## config.mk

```make
export PLATFORM = sky130hd
export DESIGN_NAME = jps_solve
export DESIGN_NICKNAME = d
export VERILOG_FILES = /design/src/hdl/jps_pkg.sv /design/src/hdl/jps_solve.sv
export SDC_FILE = /design/constraint.sdc
export NUM_CORES = 2
export LEC_CHECK = 0
export BUFFER_PORTS_ARGS = -buffer_cell sky130_fd_sc_hd__buf_2
export CELL_PAD_IN_SITES_DETAIL_PLACEMENT = 1
export CELL_PAD_IN_SITES_GLOBAL_PLACEMENT = 1
export CORE_MARGIN = 5
export CORE_UTILIZATION = 45
export CTS_BUF_LIST = sky130_fd_sc_hd__clkbuf_2
export DETAILED_ROUTE_END_ITERATION = 8
export HOLD_SLACK_MARGIN = 0.06
export PLACE_DENSITY_LB_ADDON = 0.1
export SETUP_SLACK_MARGIN = 0.05
export SLEW_MARGIN = 20
export SYNTH_ARGS = -nofsm -noshare
export SYNTH_HDL_FRONTEND = slang
export SYNTH_SLANG_ARGS = --single-unit
```

## constraint.sdc

```tcl
create_clock -name clk -period 21.6 [get_ports clk]
set_input_delay 0 -clock clk [delete_from_list [all_inputs] [get_ports clk]]
set_output_delay 0 -clock clk [all_outputs]
set_load 0.1 [all_outputs]
```

## src/hdl/jps_pkg.sv

```systemverilog
// Shared types and constants for the Jacobi pressure stencil.
`default_nettype none
package jps_pkg;

	localparam int unsigned COL_BITS     = 10;
	localparam int unsigned ROW_BITS     = 16;
	localparam int unsigned GW_CFG_BITS  = 11;
	localparam int unsigned H2_BITS      = 32;
	localparam int unsigned CFG_IDX_BITS = 2;
	localparam int unsigned CFG_DATA_BITS = 32;

	localparam logic [GW_CFG_BITS-1:0] GRID_WIDTH_RST  = 11'd514;
	localparam logic [ROW_BITS-1:0]    GRID_HEIGHT_RST = 16'd514;
	localparam logic [H2_BITS-1:0]     SPACING_SQ_RST  = 32'd655;

	typedef enum logic [CFG_IDX_BITS-1:0] {
		CFG_GRID_WIDTH  = 2'd0,
		CFG_GRID_HEIGHT = 2'd1,
		CFG_SPACING_SQ  = 2'd2
	} cfg_reg_t;

	// position of the inner cell a result belongs to
	typedef struct packed {
		logic [ROW_BITS-1:0] row;
		logic [COL_BITS-1:0] col;
		logic                last;
	} cell_tag_t;

endpackage
`default_nettype wire

```

## src/hdl/jps_solve.sv

```systemverilog
// Pressure update pipeline: divergence scaling, divide by four, saturation.
`default_nettype none
module jps_solve #(
	parameter int unsigned VALUE_BITS = 32
) (
	input  wire logic                             clk,
	input  wire logic                             arst_n,
	input  wire logic [jps_pkg::H2_BITS-1:0]      spacing_squared,
	input  wire logic                             in_valid,
	output logic                                  in_ready,
	input  wire logic signed [VALUE_BITS+1:0]     in_psum,
	input  wire logic signed [VALUE_BITS+1:0]     in_dsum,
	input  wire jps_pkg::cell_tag_t               in_tag,
	output logic                                  out_valid,
	input  wire logic                             out_ready,
	output logic [VALUE_BITS-1:0]                 out_pressure,
	output jps_pkg::cell_tag_t                    out_tag
);
	import jps_pkg::*;

	localparam int unsigned V  = VALUE_BITS;
	localparam int unsigned SW = V + 2;
	localparam int unsigned DW = V + 1;
	localparam int unsigned DX = (DW > 33) ? DW : 33;
	localparam int unsigned HW = DX - 32;
	localparam int unsigned PW = HW + 32;
	localparam int unsigned YW = ((V + 2 > 57) ? V + 2 : 57) + 1;

	localparam logic signed [YW-1:0] VMAX_Y = {{(YW-V+1){1'b0}}, {(V-1){1'b1}}};
	localparam logic signed [YW-1:0] VMIN_Y = ~VMAX_Y;
	localparam logic [V-1:0] VMAX = {1'b0, {(V-1){1'b1}}};
	localparam logic [V-1:0] VMIN = {1'b1, {(V-1){1'b0}}};

	logic                 v_s2, v_s3, v_s4, out_valid_q;
	logic                 f3, f4, o_free;

	logic signed [SW-1:0] psum_s2, dsum_s2;
	cell_tag_t            tag_s2;

	logic signed [SW-1:0] psum_s3;
	logic [DW-1:0]        d_s3;
	logic                 neg_s3;
	cell_tag_t            tag_s3;

	logic signed [SW-1:0] psum_s4;
	logic [PW-1:0]        phi_s4;
	logic [63:0]          plo_s4;
	logic                 neg_s4;
	cell_tag_t            tag_s4;

	logic [V-1:0]         pres_q;
	cell_tag_t            tag_q;

	assign o_free   = !out_valid_q || out_ready;
	assign f4       = !v_s4 || o_free;
	assign f3       = !v_s3 || f4;
	assign in_ready = !v_s2 || f3;

	always_ff @(posedge clk or negedge arst_n) begin
		if (!arst_n) begin
			v_s2        <= 1'b0;
			v_s3        <= 1'b0;
			v_s4        <= 1'b0;
			out_valid_q <= 1'b0;
		end else begin
			if (in_ready) begin
				v_s2 <= in_valid;
			end
			if (f3) begin
				v_s3 <= v_s2;
			end
			if (f4) begin
				v_s4 <= v_s3;
			end
			if (o_free) begin
				out_valid_q <= v_s4;
			end
		end
	end

	// stage 2: magnitude of twice the divergence
	logic          neg2;
	logic [DW-1:0] d2;

	always_comb begin
		neg2 = dsum_s2[SW-1];
		d2   = neg2 ? DW'(-dsum_s2) : DW'(dsum_s2);
	end

	// stage 3: split product |dsum| * h2
	logic [DX-1:0] dext;
	logic [HW-1:0] dhi;
	logic [31:0]   dlo;
	logic [PW-1:0] phi3;
	logic [63:0]   plo3;

	always_comb begin
		dext = DX'(d_s3);
		dhi  = dext[DX-1:32];
		dlo  = dext[31:0];
		phi3 = PW'(dhi) * PW'(spacing_squared);
		plo3 = 64'(dlo) * 64'(spacing_squared);
	end

	// stage 4: combine, floor divide by four, saturate
	logic [63:0]          phx;
	logic                 ovf, mr;
	logic [55:0]          mq;
	logic signed [YW-1:0] psx, mqx, y, q;
	logic [V-1:0]         res4;

	always_comb begin
		phx = 64'(phi_s4);
		ovf = |phx[63:40];
		mq  = 56'({phx[39:0], 15'b0}) + 56'(plo_s4[63:17]);
		mr  = |plo_s4[16:0];
		psx = YW'(psum_s4);
		mqx = $signed(YW'(mq));
		if (neg_s4) begin
			y = psx + mqx;
		end else begin
			y = psx - mqx - $signed(YW'(mr));
		end
		q = y >>> 2;
		if (ovf) begin
			res4 = neg_s4 ? VMAX : VMIN;
		end else if (q > VMAX_Y) begin
			res4 = VMAX;
		end else if (q < VMIN_Y) begin
			res4 = VMIN;
		end else begin
			res4 = q[V-1:0];
		end
	end

	always_ff @(posedge clk) begin
		if (in_ready && in_valid) begin
			psum_s2 <= in_psum;
			dsum_s2 <= in_dsum;
			tag_s2  <= in_tag;
		end
		if (f3 && v_s2) begin
			psum_s3 <= psum_s2;
			d_s3    <= d2;
			neg_s3  <= neg2;
			tag_s3  <= tag_s2;
		end
		if (f4 && v_s3) begin
			psum_s4 <= psum_s3;
			phi_s4  <= phi3;
			plo_s4  <= plo3;
			neg_s4  <= neg_s3;
			tag_s4  <= tag_s3;
		end
		if (o_free && v_s4) begin
			pres_q <= res4;
			tag_q  <= tag_s4;
		end
	end

	assign out_valid    = out_valid_q;
	assign out_pressure = pres_q;
	assign out_tag      = tag_q;

endmodule
`default_nettype wire

```

==> flow_metrics.tcl <==
set metrics [dict create \
    status "finished clean" \
    drv_cap 0 \
    core-area_mm2 0.122 \
    synth-edff-count 407 \
    fp-row-count 128 \
    start_util 0.452 \
    crit_arrival_ns 9.87 \
    skew_ns 0.192 \
    hp-class "primary input to flop" \
    async_flop_share 0.00973 \
    cts.repair.resized 0 \
    postRouteAntennaNets 0 \
    fmax_ghz 0.112 \
    cts_tree "yes" \
    yosysTopAreaCellShare 0.327 \
    setup_tns_ns 0 \
    ios 192 \
    grt_pass1_wl_um 275000 \
    setup_violations 0 \
    hold_violations 0 \
    tightest_slew_ns 1.09 \
    period_minus_slack_ns 8.95 \
    fin_crit_sh 0.415 \
    drtIter0Drc 2041 \
    die_w_um 359 \
    clk_pin_slew_ns 0.12 \
    r2r-end "plo_s4[63]" \
    r2r_cells 27 \
    synth.most_common_cell "inv_1" \
    fp.dieH_um 359 \
    cts.path.max_buffers 3 \
    ys_warn_count 0 \
    holdPathStages 3 \
    timing_max_transition_violations_final 0 \
    synth_area_leaders "fa_1 (33%), edfxtp_1 (22%), ha_1 (9.9%)" \
    final_area_mm2 0.0618 \
    yosys.area.top_type "fa_1" \
    clock_latency_ns 1.33 \
    htreeDepth 3 \
    path_max_fanout 17 \
    vias 40600 \
    drive_gt1_frac 0.0807 \
    grt_max_degree 86 \
    grt_overflow 0 \
    first_global_vias 46200 \
    wl_per_cell_um 23.4 \
    synth_area_per_cell_um2 10.1 \
    fill_cells 13600 \
    io_buffers 191 \
    hold_path_end "dsum_s2[26]" \
    clock_sinks 411 \
    worstHoldStart "in_dsum[26]" \
    dp_hpwl_um 126000 \
    area_delta_synth_final_pct 12.5 \
    cts_setup_buffers 0 \
    slew_headroom 0.274 \
    ys_ff_latch 411 \
    crit_type "flop to flop" \
    gp_congestion 0.868 \
    rsz0062_at_grt "no" \
    start_kind "flop" \
    ff2ff_setup_slack_ns 12.65 \
    yosysUniqueCellTypes 99 \
    nNetsFinal 7365 \
    dieArea_mm2 0.129 \
    track_usage 0.276 \
    clock-root-buffer "clkbuf_2" \
    r2r-start "d_s3[7]" \
    antenna_found_initial 8 \
    synthFlopType "edfxtp_1" \
    routed_wirelength_um 178000 \
    crit_path_end_kind "flop" \
    drc_errors 0 \
    drt_first_pass_iters 5 \
    syn_area_mm2 0.0550 \
    placed_area_mm2 0.0574 \
    syn_nets 6908 \
    synth_common_cells "inv_1 (1,004), fa_1 (898), and2_1 (648)" \
    cts_made_buffers 102 \
    ys_seq_area_frac 0.224 \
    worst_ep_required_time_ns 22.52 \
    viasPerCell 5.34 \
    synth_cells 5444 \
]
metal layers:
metal	track usage	up-vias	wire, um
li1	-	18100	-
met1	0.337	21300	71700
met2	0.513	880	93900
met3	0.0253	303	5270
met4	0.0941	0	6770
met5	0	-	0
stage by stage:
stage / setup slack [ns] / std cells / utilization / hold slack (ns)
after floorplan: 13.98 / 5444 / - / -0.296
after global placement: 12.90 / 7076 / 0.472 / -0.189
after detailed placement: 12.80 / 7076 / 0.472 / -0.187
after CTS: 12.66 / 7598 / 0.508 / 0.0601
after global routing: 12.32 / 7603 / 0.509 / 0.0877
final: 12.65 / 7605 / 0.509 / 0.243
repair_timing:
| item | CTS | global route |
|---|---|---|
| endpoints found under the setup margin | 0 | 0 |
| endpoints found under the hold margin | 377 | 0 |
| hold buffers | 345 | 0 |
sequential cells by signal (all words and copies together) (netlist names):
name	count
plo_s4	64
dsum_s2	34
psum_s2	34
psum_s3	34
psum_s4	34
d_s3	33
out_pressure	32
phi_s4	32
out_tag	27
tag_s2	27
tag_s3	27
tag_s4	27
neg_s3	1
neg_s4	1
out_valid	1
v_s2	1
v_s3	1
v_s4	1
layout make-up:
| type | count | area (um2) | area share |
|---|---|---|---|
| Antenna cell | 6 | 15.0 | 0.000243 |
| Clock buffer | 138 | 691 | 0.0112 |
| Clock inverter | 39 | 245 | 0.00397 |
| Inverter | 1010 | 3790 | 0.0613 |
| Multi-Input combinational cell | 3789 | 37900 | 0.614 |
| Sequential cell | 411 | 12300 | 0.199 |
| Tap cell | 1625 | 2030 | 0.0329 |
| Timing Repair Buffer | 587 | 4800 | 0.0776 |
cell usage in the layout, fill, tap and decap left out, types with 24 or more instances in the layout:
master	synthesis	layout
fa_1	898	898
clkbuf_2	1	138
o21ai_2	32	32
nor3_1	34	34
inv_1	1004	1004
dlygate4sd3_1	0	345
nand4_1	30	30
edfxtp_1	407	407
nor2_1	150	150
xor2_1	40	40
o21bai_1	32	32
buf_4	1	50
ha_1	435	435
nor2b_1	25	24
and2_1	648	645
nand3_1	44	44
buf_2	5	191
nand2_1	556	556
o21ai_0	103	103
a21oi_1	186	186
a21o_1	82	82
xnor2_1	158	158
critical path: stages (launching register included):
cell,delay [ns]
edfxtp_1,0.75
buf_4,0.39
nand2_1,0.12
fa_1,0.54
inv_1,0.05
fa_1,0.47
fa_1,0.52
fa_1,0.54
fa_1,0.54
fa_1,0.52
fa_1,0.60
inv_1,0.07
fa_1,0.54
inv_1,0.04
ha_1,0.39
nand2_1,0.13
nand2b_1,0.06
a21o_1,0.17
a21oi_1,0.25
and3_1,0.20
nand3_1,0.11
a311o_1,0.47
nand4b_1,0.16
a31oi_1,0.16
a31oi_1,0.38
o31ai_1,0.13
a21oi_1,0.18
xnor2_1,0.07
worst max path at each step:
| stage | start | endpoint | slack, ns |
|---|---|---|---|
| CTS | d_s3[7] | plo_s4[61] | 12.66 |
| detailed placement | d_s3[7] | plo_s4[63] | 12.80 |
| floorplan | d_s3[12] | plo_s4[57] | 13.98 |
| global route | d_s3[7] | plo_s4[61] | 12.32 |
| global placement | d_s3[7] | plo_s4[63] | 12.90 |
| finish | d_s3[7] | plo_s4[63] | 12.65 |
kinds of logic (layout without fill, tap and decap cells):
kind of cell,after synthesis,after routing,synth area share
fa+ha+maj,1334,1334,0.426
compound gates,645,645,0.0798
xor+xnor,198,198,0.0316
mux,10,10,0.00187
flops,411,411,0.224
simple gates,1602,1602,0.150
buf+inv,1244,1774,0.0861
other cells,0,6,0
Power is left out: the tool's default activity adds up to more than one toggle a clock period on the data nets, which glitch-free logic cannot reach.
